**config.mk**
```make
export PLATFORM = sky130hd
export DESIGN_NAME = speck_key_cell
export DESIGN_NICKNAME = d
export VERILOG_FILES = /design/src/hw/rtl/assert_macros.svh /design/src/hw/rtl/speck_pkg.sv /design/src/hw/rtl/speck_key_cell.sv
export SDC_FILE = /design/constraint.sdc
export NUM_CORES = 1
export LEC_CHECK = 0
export ABC_CLOCK_PERIOD_IN_PS = 2300
export BUFFER_PORTS_ARGS = -buffer_cell sky130_fd_sc_hd__buf_2
export CORE_ASPECT_RATIO = 1.5
export CORE_MARGIN = 4
export CORE_UTILIZATION = 38
export DETAILED_ROUTE_END_ITERATION = 6
export GPL_ROUTABILITY_DRIVEN = 0
export GPL_TIMING_DRIVEN = 1
export PLACE_DENSITY = 0.84
export SETUP_SLACK_MARGIN = 0.05
export SLEW_MARGIN = 20
export SYNTH_ARGS = -nofsm -noshare
export SYNTH_HDL_FRONTEND = slang
export SYNTH_SLANG_ARGS = --single-unit
```
**constraint.sdc**
```tcl
create_clock -name clk -period 2.3 [get_ports clk]
set_input_delay 0.23 -clock clk [delete_from_list [all_inputs] [get_ports clk]]
set_output_delay 0.23 -clock clk [all_outputs]
set_load 0.05 [all_outputs]
```
**src/hw/rtl/assert_macros.svh**
```systemverilog
// Assertion macros shared by the cipher RTL.
`ifndef ASSERT_MACROS_SVH
`define ASSERT_MACROS_SVH

// Plain property on clk, disabled during reset.
`define SPECK_ASSERT(name, prop, msg) \
	name: assert property (@(posedge clk) disable iff (!arst_n) (prop)) else $error(msg);

// Overlapping implication on clk, disabled during reset.
`define SPECK_ASSERT_IMPL(name, pre, post, msg) \
	name: assert property (@(posedge clk) disable iff (!arst_n) (pre) |-> (post)) \
		else $error(msg);

// Next-cycle implication on clk, disabled during reset.
`define SPECK_ASSERT_NEXT(name, pre, post, msg) \
	name: assert property (@(posedge clk) disable iff (!arst_n) (pre) |=> (post)) \
		else $error(msg);

`endif

```
**src/hw/rtl/speck_pkg.sv**
```systemverilog
// Shared types and constants for the Speck128/256 cipher.
package speck_pkg;

	localparam int WORD_W          = 64;
	localparam int NUM_ROUNDS      = 34;
	localparam int LAST_ROUND      = NUM_ROUNDS - 1;
	localparam int RND_W           = $clog2(NUM_ROUNDS);
	localparam int NUM_KEY_WORDS   = 4;
	localparam int NUM_SCHED_WORDS = NUM_KEY_WORDS - 1;
	localparam int ROT_X           = 8;
	localparam int ROT_Y           = 3;
	localparam int CFG_ADDR_W      = 8;

	typedef logic [WORD_W-1:0] word_t;

	typedef enum logic {
		OP_ENCRYPT = 1'b0,
		OP_DECRYPT = 1'b1
	} op_t;

	localparam logic [CFG_ADDR_W-1:0] REG_KEY_WORD0 = CFG_ADDR_W'(0);
	localparam logic [CFG_ADDR_W-1:0] REG_KEY_WORD1 = CFG_ADDR_W'(1);
	localparam logic [CFG_ADDR_W-1:0] REG_KEY_WORD2 = CFG_ADDR_W'(2);
	localparam logic [CFG_ADDR_W-1:0] REG_KEY_WORD3 = CFG_ADDR_W'(3);

	// Shift commands for the round key ring.
	typedef struct packed {
		logic fwd;
		logic bwd;
	} ring_ctrl_t;

endpackage

```
**src/hw/rtl/speck_key_cell.sv**
```systemverilog
// One cell of the round key ring: holds a round key, shifts either way.
module speck_key_cell (
	input  logic                   clk,
	input  speck_pkg::ring_ctrl_t  ctrl,
	input  speck_pkg::word_t       from_next,
	input  speck_pkg::word_t       from_prev,
	output speck_pkg::word_t       key
);
	import speck_pkg::*;

	word_t key_q;

	always_ff @(posedge clk) begin
		if (ctrl.fwd) begin
			key_q <= from_next;
		end else if (ctrl.bwd) begin
			key_q <= from_prev;
		end
	end

	assign key = key_q;

endmodule

```
==> results.py <==
metrics = {
    "synthesis": {
        "synth.avg_cell_area_um2": 21.4,
        "yosysWarnings": 0,
        "syn_inst": 136,
        "ys_seq_area_frac": 0.661,
        "synth-seq-cells": 64,
        "syn_area_mm2": 0.00291,
        "synth_fp_nets": 267,
        "synth.distinct_cells": 6,
    },
    "detailed_routing": {
        "routedWlPerCell_um": 15.2,
        "top_layer": "met4",
        "drt.antenna.violating_nets": 0,
        "route.met2.wl_mm": 3.65,
        "met1_length_mm": 2.27,
        "wl_mm": 6.72,
        "dr.pass1.iters": 4,
        "routed_via_density": 4.45,
        "drt_iter0_markers": 49,
        "drc_errors": 0,
        "wl_met3_um": 678,
        "num_vias": 1973,
    },
    "final_layout": {
        "largest_reg_flops": 64,
        "final_net_count": 469,
        "layout.cells.most_common": "buf_2",
        "drive_gt1_frac": 0.808,
        "most-common-layout-cells": "193 x buf_2, 64 x edfxtp_1, 49 x mux2_4",
        "n_antenna_cell": 0,
        "area_delta_synth_final_pct": 42.4,
    },
    "critical_path": {
        "path_cells": "buf_2",
        "critPathMaxStageDelay_ps": 390,
        "worst_ep_arrival_time_ps": 950,
        "crit_required_ps": 2070,
        "path_buf_inv": 1,
        "cp-endpoint": "key[36]",
        "crit_slowest_cell": "edfxtp_1",
        "cp_max_fo": 1,
        "worstSetupPathType": "flip-flop to primary output",
        "crit_path_start_kind": "flip-flop",
        "cp-end-kind": "primary output",
        "critPathTopFamily": "flip-flops",
        "cp-startpoint": "key[36]",
        "cp.depth": 1,
    },
    "clock_tree": {
        "clock_sinks": 64,
        "cts-resized-gates": 0,
        "postCtsSetupBuffers": 0,
        "holdBufCountCts": 0,
        "clock_path_buffers": 2,
        "htreeDepth": 3,
        "clk_pin_slew_ps": 80,
        "numCtsBuffers": 9,
        "cts_tree": "done",
        "cts_root_buf": "clkbuf_8",
    },
    "min_path": {
        "hold_path_class": "primary input to flip-flop",
        "hold_path_depth": 2,
    },
    "timing": {
        "fin_crit_ps": 1180,
        "hold_viol": 0,
        "max_slew_margin": 0.664,
        "max_freq_mhz": 851,
        "rsz0062_at_grt": "false",
        "final-setup-viol-count": 0,
        "drv_slew": 0,
        "finalCritPeriodShare": 0.511,
        "final.setup.tns_ps": 0,
        "worst_pin_slew_ps": 504,
        "setup_ws_ps": 1120,
    },
    "floorplanning": {
        "die_width_um": 79.4,
        "die_y_um": 115,
        "rows": 38,
        "core_area_mm2": 0.00732,
        "ioPinCount": 195,
        "initial_core_util": 0.397,
        "dieArea_mm2": 0.00914,
    },
    "grt": {
        "grt_usage": 0.148,
        "first_global_vias": 2005,
        "antenna_found_initial": 0,
        "grt_first_pass_wirelength_mm": 9.99,
        "grt_max_degree": 40,
        "grt-ovfl-total": 0,
    },
    "placed_design": {
        "numPortBuffers": 194,
        "pre_cts_ws_ps": 922,
        "dp_hpwl_mm": 5.40,
    },
    "outcome": {
        "status": "finished clean",
    },
    "pwr": {
        "ir_drop_mv": 0.421,
        "total_power_mw": 3.15,
        "leakagePower_nw": 1.98,
        "powerDensity_mw_per_mm2": 762,
    },
    "job": {
        "maxCapViolCount": 0,
    },
}
## how the worst min path moves through the flow
stage                         end     startpoint
after global placement     key[7]   from_next[7]
after global routing      key[25]  from_next[25]
final                     key[25]  from_prev[25]
after detailed placement  key[12]  from_next[12]
after CTS                 key[25]  from_next[25]
after floorplan           key[12]  from_next[12]
## synthesized netlist by cell type (all sizes together)
cell     n  area (um^2)
buf      7         72.6
or2      1         6.26
mux2    64          905
edfxtp  64         1920
## stage by stage
| step | hold slack [ps] | util | cell area, um^2 | cells |
|---|---|---|---|---|
| 2_1_floorplan | 447 | - | 2910 | 136 |
| 3_5_place_dp | 533 | 0.543 | 3970 | 427 |
| 5_1_grt | 167 | 0.565 | 4140 | 443 |
| 4_1_cts | 176 | 0.565 | 4140 | 443 |
| 6_report | 193 | 0.565 | 4140 | 443 |
| 3_3_place_gp | 531 | 0.543 | 3970 | 427 |
## cell type report
| type | count | area, um^2 |
|---|---|---|
| Fill cell | 631 | 3180 |
| Tap cell | 100 | 125 |
| Multi-Input combinational cell | 65 | 911 |
| Timing Repair Buffer | 198 | 1020 |
| Sequential cell | 64 | 1920 |
| Clock inverter | 6 | 36.3 |
| Clock buffer | 10 | 128 |
## cells by family after synthesis
group	Yosys count	share of synthesized area
buffers and inverters	7	0.0250
AND/OR/NAND/NOR	1	0.00215
multiplexers	64	0.311
flip-flops	64	0.661
## where the power goes
part,internal [mW],switching [mW],total [mW]
clock,0.383,0.419,0.802
combinational,0.285,0.608,0.893
sequential,1.43,0.0281,1.46
## metal layers
layer | up-vias | track usage
li1 | 938 | -
met1 | 909 | 0.150
met2 | 116 | 0.269
met3 | 10 | 0.0619
met4 | 0 | 0.0528
met5 | - | 0
Power figures use the tool's default switching activity.
