`src/hw/rtl/assert_macros.svh`:
```
// Assertion macros shared by the cipher RTL.
`ifndef ASSERT_MACROS_SVH
`define ASSERT_MACROS_SVH

// Plain property on clk, disabled during reset.
`define SPECK_ASSERT(name, prop, msg) \
	name: assert property (@(posedge clk) disable iff (!arst_n) (prop)) else $error(msg);

// Overlapping implication on clk, disabled during reset.
`define SPECK_ASSERT_IMPL(name, pre, post, msg) \
	name: assert property (@(posedge clk) disable iff (!arst_n) (pre) |-> (post)) \
		else $error(msg);

// Next-cycle implication on clk, disabled during reset.
`define SPECK_ASSERT_NEXT(name, pre, post, msg) \
	name: assert property (@(posedge clk) disable iff (!arst_n) (pre) |=> (post)) \
		else $error(msg);

`endif

```
`src/hw/rtl/speck_pkg.sv`:
```
// Shared types and constants for the Speck128/256 cipher.
package speck_pkg;

	localparam int WORD_W          = 64;
	localparam int NUM_ROUNDS      = 34;
	localparam int LAST_ROUND      = NUM_ROUNDS - 1;
	localparam int RND_W           = $clog2(NUM_ROUNDS);
	localparam int NUM_KEY_WORDS   = 4;
	localparam int NUM_SCHED_WORDS = NUM_KEY_WORDS - 1;
	localparam int ROT_X           = 8;
	localparam int ROT_Y           = 3;
	localparam int CFG_ADDR_W      = 8;

	typedef logic [WORD_W-1:0] word_t;

	typedef enum logic {
		OP_ENCRYPT = 1'b0,
		OP_DECRYPT = 1'b1
	} op_t;

	localparam logic [CFG_ADDR_W-1:0] REG_KEY_WORD0 = CFG_ADDR_W'(0);
	localparam logic [CFG_ADDR_W-1:0] REG_KEY_WORD1 = CFG_ADDR_W'(1);
	localparam logic [CFG_ADDR_W-1:0] REG_KEY_WORD2 = CFG_ADDR_W'(2);
	localparam logic [CFG_ADDR_W-1:0] REG_KEY_WORD3 = CFG_ADDR_W'(3);

	// Shift commands for the round key ring.
	typedef struct packed {
		logic fwd;
		logic bwd;
	} ring_ctrl_t;

endpackage

```
`src/hw/rtl/speck_round.sv`:
```
// Speck round function, forward or inverse, one round of combinational logic.
module speck_round (
	input  speck_pkg::word_t x,
	input  speck_pkg::word_t y,
	input  speck_pkg::word_t k,
	input  logic             inv,
	output speck_pkg::word_t x_o,
	output speck_pkg::word_t y_o
);
	import speck_pkg::*;

	word_t fx, fy;
	word_t t, iy, d, ix;

	always_comb begin
		// forward: x = (ror8(x) + y) ^ k ; y = rol3(y) ^ x
		fx = ({x[ROT_X-1:0], x[WORD_W-1:ROT_X]} + y) ^ k;
		fy = {y[WORD_W-1-ROT_Y:0], y[WORD_W-1:WORD_W-ROT_Y]} ^ fx;
		// inverse: y = ror3(y ^ x) ; x = rol8((x ^ k) - y)
		t  = y ^ x;
		iy = {t[ROT_Y-1:0], t[WORD_W-1:ROT_Y]};
		d  = (x ^ k) - iy;
		ix = {d[WORD_W-1-ROT_X:0], d[WORD_W-1:WORD_W-ROT_X]};
		x_o = inv ? ix : fx;
		y_o = inv ? iy : fy;
	end

endmodule

```
`config.mk`:
```
export PLATFORM = sky130hd
export DESIGN_NAME = speck_round
export DESIGN_NICKNAME = d
export VERILOG_FILES = /design/src/hw/rtl/assert_macros.svh /design/src/hw/rtl/speck_pkg.sv /design/src/hw/rtl/speck_round.sv
export SDC_FILE = /design/constraint.sdc
export NUM_CORES = 1
export LEC_CHECK = 0
export ABC_AREA = 1
export BUFFER_PORTS_ARGS = -buffer_cell sky130_fd_sc_hd__buf_2
export CAP_MARGIN = 20
export CORE_MARGIN = 3
export CORE_UTILIZATION = 35
export DETAILED_ROUTE_END_ITERATION = 10
export SLEW_MARGIN = 10
export SYNTH_ARGS = -nofsm -noshare
export SYNTH_HDL_FRONTEND = slang
export SYNTH_SLANG_ARGS = --single-unit
```
`constraint.sdc`:
```
create_clock -name vclk -period 3.2
set_clock_uncertainty 0.05 [all_clocks]
set_input_delay 0.16 -clock vclk [all_inputs]
set_output_delay 0.16 -clock vclk [all_outputs]
set_load 0.05 [all_outputs]
```
==> metrics.md, run 1 <==
| Metric | Value |
|---|---|
| Outcome | complete, no violations |
| Horiz. Die Dim | 214 µm |
| Number of synthesis warnings | 0 |
| Area of the core | 0.0424 mm² |
| Via count | 21400 |
| Number of diodes added for antenna fixing | 0 |
| Post-CTS Hold Fix Bufs | 0 |
| Worst hold path cell count | 5 |
| Number of failing setup endpoints in the final timing report | 0 |
| Max Cap Viol | 0 |
| Adder and majority cell fraction of the synthesized area | 10.6% |
| Power share of the combinational group | 100.0% |
| Placed Instance Area | 0.0192 mm² |
| Layout Area Growth over Synthesis | 28.6% |
| Port bufs | 321 |
| Total Nets Final | 3898 |
| Overall die height | 214 µm |
| Net count of the mapped netlist | 3368 |
| Required time reported for the critical path endpoint | 2.99 ns |
| Share of post-route cells with drive strength above 1 | 19.4% |
| Die outline area | 0.0459 mm² |
| Io pins | 321 |
| Total standard cell area after synthesis | 0.0152 mm² |
| Least setup slack across all paths after layout | 0.0144 ns |
| Sequential share of the synthesized area | 0% |
| Clock buffer count | 0 |
| Relative slew slack | 59.2% |
| Iteration count of the initial detailed-routing pass | 7 |
| Most frequent cells in the layout | 1008 x nand2_1, 641 x inv_1, 294 x buf_2 |
| Initial antenna violation count | 4 |
| Storage cell area | 0 µm² |
| Number of hold-slack violations in the final timing report | 0 |
| Slew @ Worst Pin | 0.605 ns |
| Final-layout setup total negative slack | 0 ns |
| Total routed wirelength | 89900 µm |
| Largest net degree at the start of global routing | 86 |
| Combined area of the multi-input logic cells | 0.0128 mm² |
| Critical path start-end classification | in -> out |
| Share of power burned in the clock network | 0% |
| Gate count after technology mapping | 3047 |
| DRC errors left | 0 |
| Compound-Gate Fraction of Synth Area | 12.5% |
| Leakage power summed over all cells | 11.6 nW |
| Fill cell count | 5068 |
| Largest stage delay, worst path | 0.39 ns |
| Initial Util | 35.8% |
| CP Cell Sequence | buf_2 -> ha_2 -> inv_1 -> fa_1 -> inv_1 -> nand3_2 -> nand2_4 -> nand4_1 -> nand3_1 -> buf_4 -> xor2_1 -> nand2_1 -> or2_0 -> nand2_1 -> inv_1 -> buf_2 |
| Simple-Gate Fraction of Synth Area | 44.8% |
| First-pass GRT wire length | 128000 µm |
| Most used cell, CP | inv_1 |
| Startpoint type of the worst setup path | primary input |
| GRT Total Usage | 36.9% |
| First-iteration detailed-routing DRC count | 2418 |
| Internal power | 0.00230 W |
| Row Count | 75 |
| Largest fanout on the critical path | 4 |
| Highest Clock Rate | 314 MHz |
| Vias in the first global route | 19500 |
| CP arrival | 2.98 ns |
| Most common cell after layout, fill and taps aside | nand2_1 |
| Worst min-delay path class | in -> out |
| Layout sequential cell count | 0 |
| Cell total after placement | 4151 |
| Net switching fraction of the power | 69.1% |
| Final Critical Period | 3.19 ns |
| Sequential Power Share | 0% |
| Avg Synthesized Cell Area | 4.98 µm² |
| Final design area excluding fillers | 0.0195 mm² |
| Number of library cell types mapped by synthesis | 41 |
| Final estimated routing congestion in global placement | 1.10 |
| Multiplexer share of the synthesized area | 0.198% |
| Setup slack at placement | -0.0198 ns |
| Remaining antenna violation count after routing | 0 |
| Mean routed wirelength per cell | 21.7 µm |
| Placed wire-length estimate | 81400 µm |
| Cell Pwr Density | 381 mW/mm² |
| CP max-delay cell | fa_1 |
| GRT Residual Overflow | 0 |
| Critical Path End Type | output port |
| Period utilization | 99.5% |
| Via density | 5.16 |
| Count of pins over their slew limit | 0 |
| Final std cells w/o fill | 4152 |
| Xor/xnor cell area share of the yosys netlist | 14.9% |
| VDD IR max | 0.261 mV |
| Largest family of logic cells by synthesized area | simple AND/OR/NAND/NOR gates |
| Net switching power of the design | 0.00514 W |
## power by group through the flow
| stage | registers [W] | clock network [W] | logic [W] |
|---|---|---|---|
| 2_1_floorplan | 0 | 0 | 0.00434 |
| 3_3_place_gp | 0 | 0 | 0.00714 |
| 3_5_place_dp | 0 | 0 | 0.00711 |
| 4_1_cts | 0 | 0 | 0.00713 |
| 5_1_grt | 0 | 0 | 0.00786 |
| 6_report | 0 | 0 | 0.00744 |
## worst max-delay path, delay by kind of cell
family,cells,cell delay (ns)
AND/OR/NAND/NOR,7,1.27
adder cells (fa/ha/maj),2,0.63
XOR/XNOR,1,0.16
buffers and inverters,6,0.74
## metrics by stage
step | utilization (%) | power, W | hold slack (ns)
6_report | 46.0 | 0.00744 | 0.788
5_1_grt | 46.0 | 0.00787 | 0.837
4_1_cts | 45.3 | 0.00713 | 0.778
3_5_place_dp | 45.3 | 0.00711 | 0.779
3_3_place_gp | 45.3 | 0.00714 | 0.775
2_1_floorplan | - | 0.00434 | 0.569
## path summary, 6_finish.rpt
| kind | startpoint | to | slack [ns] |
|---|---|---|---|
| hold / removal | y[60] | y_o[63] | 0.79 |
| setup / recovery | y[0] | y_o[20] | 0.01 |
## timing repair
item,CTS,global route
setup buffers,0,1
setup endpoints to repair,1,63
pin swaps,0,3
resized for setup,1,89
cloned,0,0
## cell usage after synthesis (4+ instances only)
cell type | number | area (µm²)
ha_1 | 126 | 1580
nor4_1 | 5 | 31.3
nor2_2 | 12 | 75.1
buf_2 | 5 | 25.0
o21ai_0 | 140 | 701
inv_1 | 641 | 2410
buf_1 | 11 | 41.3
or2_1 | 13 | 81.3
nand3_1 | 173 | 866
nor3_2 | 4 | 40.0
inv_2 | 7 | 26.3
a21oi_1 | 162 | 811
nand3b_1 | 21 | 158
nand4_1 | 34 | 213
and2_1 | 6 | 37.5
nand2_2 | 26 | 163
o21a_1 | 13 | 97.6
nor2_1 | 256 | 961
o21ai_1 | 8 | 40.0
or2_2 | 22 | 138
nand2_1 | 1014 | 3810
a21boi_0 | 8 | 60.1
xnor2_1 | 79 | 692
nand3_2 | 10 | 100
o211ai_1 | 4 | 30.0
nor3_1 | 20 | 100
xor2_1 | 176 | 1540
o21bai_1 | 13 | 97.6
clkbuf_1 | 16 | 60.1
## area by class of cell
| class | count | share of cell area (%) |
|---|---|---|
| multi-input cells | 2365 | 65.8 |
| repair buffers | 560 | 18.0 |
| inverters | 650 | 12.5 |
| well taps | 577 | 3.70 |
## kinds of logic after synthesis
| logic type | after synthesis |
|---|---|
| muxes | 3 |
| adders and majority gates | 128 |
| buffers and inverters | 682 |
| xor gates and xnor gates | 257 |
| and+or+nand+nor | 1620 |
| AOI/OAI and AO/OA | 357 |
## metal layers
metal	part of all wire (%)	up-vias	wire length, µm	GRT usage [%]
met1	44	9817	39900	53.8
met5	0	-	0	0
met2	42	1122	37500	56.5
met3	10	114	9020	4.75
li1	-	10400	-	-
met4	3.9	0	3490	10.9
(Power assumes the default switching activity.)
==> run 2: changes to the inputs <==
--- a/config.mk
+++ b/config.mk
@@ -11,6 +11,8 @@
 export CORE_MARGIN = 3
 export CORE_UTILIZATION = 35
 export DETAILED_ROUTE_END_ITERATION = 10
+export PLACE_DENSITY = 0.56
+export SKIP_LAST_GASP = 1
 export SLEW_MARGIN = 10
 export SYNTH_ARGS = -nofsm -noshare
 export SYNTH_HDL_FRONTEND = slang
==> run 2 against run 1 <==
  * First-iteration DRC count fell by 0.54%
  * Setup slack better by 0.019 ns
  * Critical path depth stayed put
  * Maximum frequency is 0.60% higher
  * Combinational power down 4.4%
  * Power is 4.4% lower
  * Utilization decreased by 1.5 points
  * Final area shrank 3.2%
  * Non-clock buffer count fell by 73
  * Die area unchanged
  * Routed wire length is 4.3% lower
  * Hold slack better by 0.015 ns
==> metrics.md, run 2 (synthesized netlist as in run 1, its figures left out) <==
| Metric | Value |
|---|---|
| Critical path start-end classification | in -> out |
| Slew @ Worst Pin | 0.864 ns (+0.258 ns) |
| Final Critical Period | 3.17 ns (-0.0189 ns) |
| Busiest layer in global routing | met2 |
| Highest Clock Rate | 316 MHz (+0.60%) |
| Final std cells w/o fill | 4079 (-1.8%) |
| Internal power | 0.00212 W (-7.8%) |
| Final-layout setup total negative slack | 0 ns (unchanged) |
| Largest fanout on the critical path | 4 (unchanged) |
| Critical Path End Type | output port |
| CP Cell Sequence | buf_2 -> xor2_2 -> inv_1 -> ha_1 -> nand2_1 -> nor2_1 -> inv_1 -> buf_4 -> nor3_1 -> nand2_1 -> nand3_1 -> nand2_1 -> nand3_1 -> nand3_1 -> nand2_1 -> clkbuf_4 |
| Number of diodes added for antenna fixing | 0 (unchanged) |
| Required time reported for the critical path endpoint | 2.99 ns (about the same) |
| Outcome | complete, no violations |
| Number of hold-slack violations in the final timing report | 0 (unchanged) |
| Most used cell, CP | nand2_1 |
| Relative slew slack | 42.4% (-17 points) |
| Power share of the combinational group | 100.0% (about the same) |
| Worst min-delay path class | in -> out |
| Most frequent cells in the layout | 1011 x nand2_1, 641 x inv_1, 303 x buf_2 |
| First-iteration detailed-routing DRC count | 2405 (-0.54%) |
| CP arrival | 2.96 ns (-0.02 ns) |
| Period utilization | 99.0% (-0.59 points) |
| Via density | 5.13 (-0.64%) |
| Post-CTS Hold Fix Bufs | 0 (unchanged) |
| Number of failing setup endpoints in the final timing report | 0 (unchanged) |
| Final estimated routing congestion in global placement | 1.10 (+0.46%) |
| Io pins | 321 (unchanged) |
| Row Count | 75 (unchanged) |
| Total routed wirelength | 86000 µm (-4.3%) |
| Storage cell area | 0 µm² (unchanged) |
| Net switching power of the design | 0.00499 W (-2.9%) |
| Startpoint type of the worst setup path | primary input |
| Die outline area | 0.0459 mm² (unchanged) |
| Initial antenna violation count | 4 (unchanged) |
| Buffers and inverters on the worst path | 5 (-1) |
| Clock buffer count | 0 (unchanged) |
| Cell total after placement | 4077 (-1.8%) |
| Horiz. Die Dim | 214 µm (unchanged) |
| Sequential Power Share | 0% (unchanged) |
| Total Nets Final | 3825 (-1.9%) |
| Worst hold slack | 0.803 ns (+0.0145 ns) |
| Largest net degree at the start of global routing | 81 (-5.8%) |
| Share of post-route cells with drive strength above 1 | 17.5% (-1.9 points) |
| Cell Pwr Density | 376 mW/mm² (-1.3%) |
| DRC errors left | 0 (unchanged) |
| CP max-delay cell | ha_1 |
| Count of pins over their slew limit | 0 (unchanged) |
| Layout sequential cell count | 0 (unchanged) |
| VDD IR max | 0.238 mV (-8.8%) |
| Mean routed wirelength per cell | 21.1 µm (-2.6%) |
| Layout Area Growth over Synthesis | 24.5% |
| Initial Util | 35.8% (unchanged) |
| Overall die height | 214 µm (unchanged) |
| GRT Residual Overflow | 0 (unchanged) |
| Largest stage delay, worst path | 0.39 ns (about the same) |
| Via count | 20900 (-2.4%) |
| Vias in the first global route | 19200 (-1.5%) |
| Met1 layer usage reported by global route | 49.7% (-4.2 points) |
| Most common cell after layout, fill and taps aside | nand2_1 |
| Max Cap Viol | 0 (unchanged) |
| Share of power burned in the clock network | 0% (unchanged) |
| Net switching fraction of the power | 70.2% (+1.1 points) |
| GRT Total Usage | 35.3% (-1.6 points) |
| Unrepaired setup endpoints after global routing | yes |
| Placed wire-length estimate | 78000 µm (-4.2%) |
| Area of the core | 0.0424 mm² (unchanged) |
| GR Util met3 | 5.38% (+0.64 points) |
| Leakage power summed over all cells | 11.2 nW (-3.0%) |
| Fraction of met2 tracks used by global routing | 54.1% (-2.3 points) |
| First-pass GRT wire length | 122000 µm (-4.0%) |
| Iteration count of the initial detailed-routing pass | 6 (-1) |
| Remaining antenna violation count after routing | 0 (unchanged) |
| Kind of cell adding the most delay to the critical path | simple AND/OR/NAND/NOR gates |
| Port bufs | 321 (unchanged) |
==> run 2: what timing repair did <==
item                                   in CTS  in global routing
gates resized for setup                     2                 64
endpoints found under the hold margin       0                  0
pin swaps                                   0                  1
setup endpoints to repair                   2                 51
setup buffers                               0                  2
==> run 2: through the flow <==
step | total power (W) | instance area, µm² | setup WS, ns | util (%)
floorplan | 0.00434 | 15200 | 0.184 | -
finish | 0.00711 | 18900 | 0.0333 | 44.6
CTS | 0.00688 | 18700 | 0.0432 | 44.0
global placement | 0.00687 | 18600 | -0.0326 | 44.0
detailed placement | 0.00685 | 18600 | -0.00808 | 44.0
global route | 0.00756 | 18900 | -0.0472 | 44.6
==> run 2: area by class of cell <==
cell class	count	area, µm²
fillers	5116	23500
repair buffers	487	2930
inverters	650	2440
multi-input cells	2365	12800
well taps	577	722
==> run 2: per-layer routing <==
metal	up-vias	wire length, µm
met1	9446	37300
met4	6	4190
met2	1073	35900
met3	156	8610
li1	10200	-
met5	-	37
==> run 2: final timing paths <==
| path | start | endpoint | slack (ns) | depth (start not counted) |
|---|---|---|---|---|
| setup / recovery | y[24] | x_o[6] | 0.03 | 16 |
| hold / removal | y[12] | y_o[15] | 0.80 | 5 |
==> run 2: power by group through the flow <==
stage,logic (W),clock network [W],registers (W)
final,0.00711,0,0
after global placement,0.00687,0,0
after floorplan,0.00434,0,0
after CTS,0.00688,0,0
after global routing,0.00756,0,0
after detailed placement,0.00685,0,0
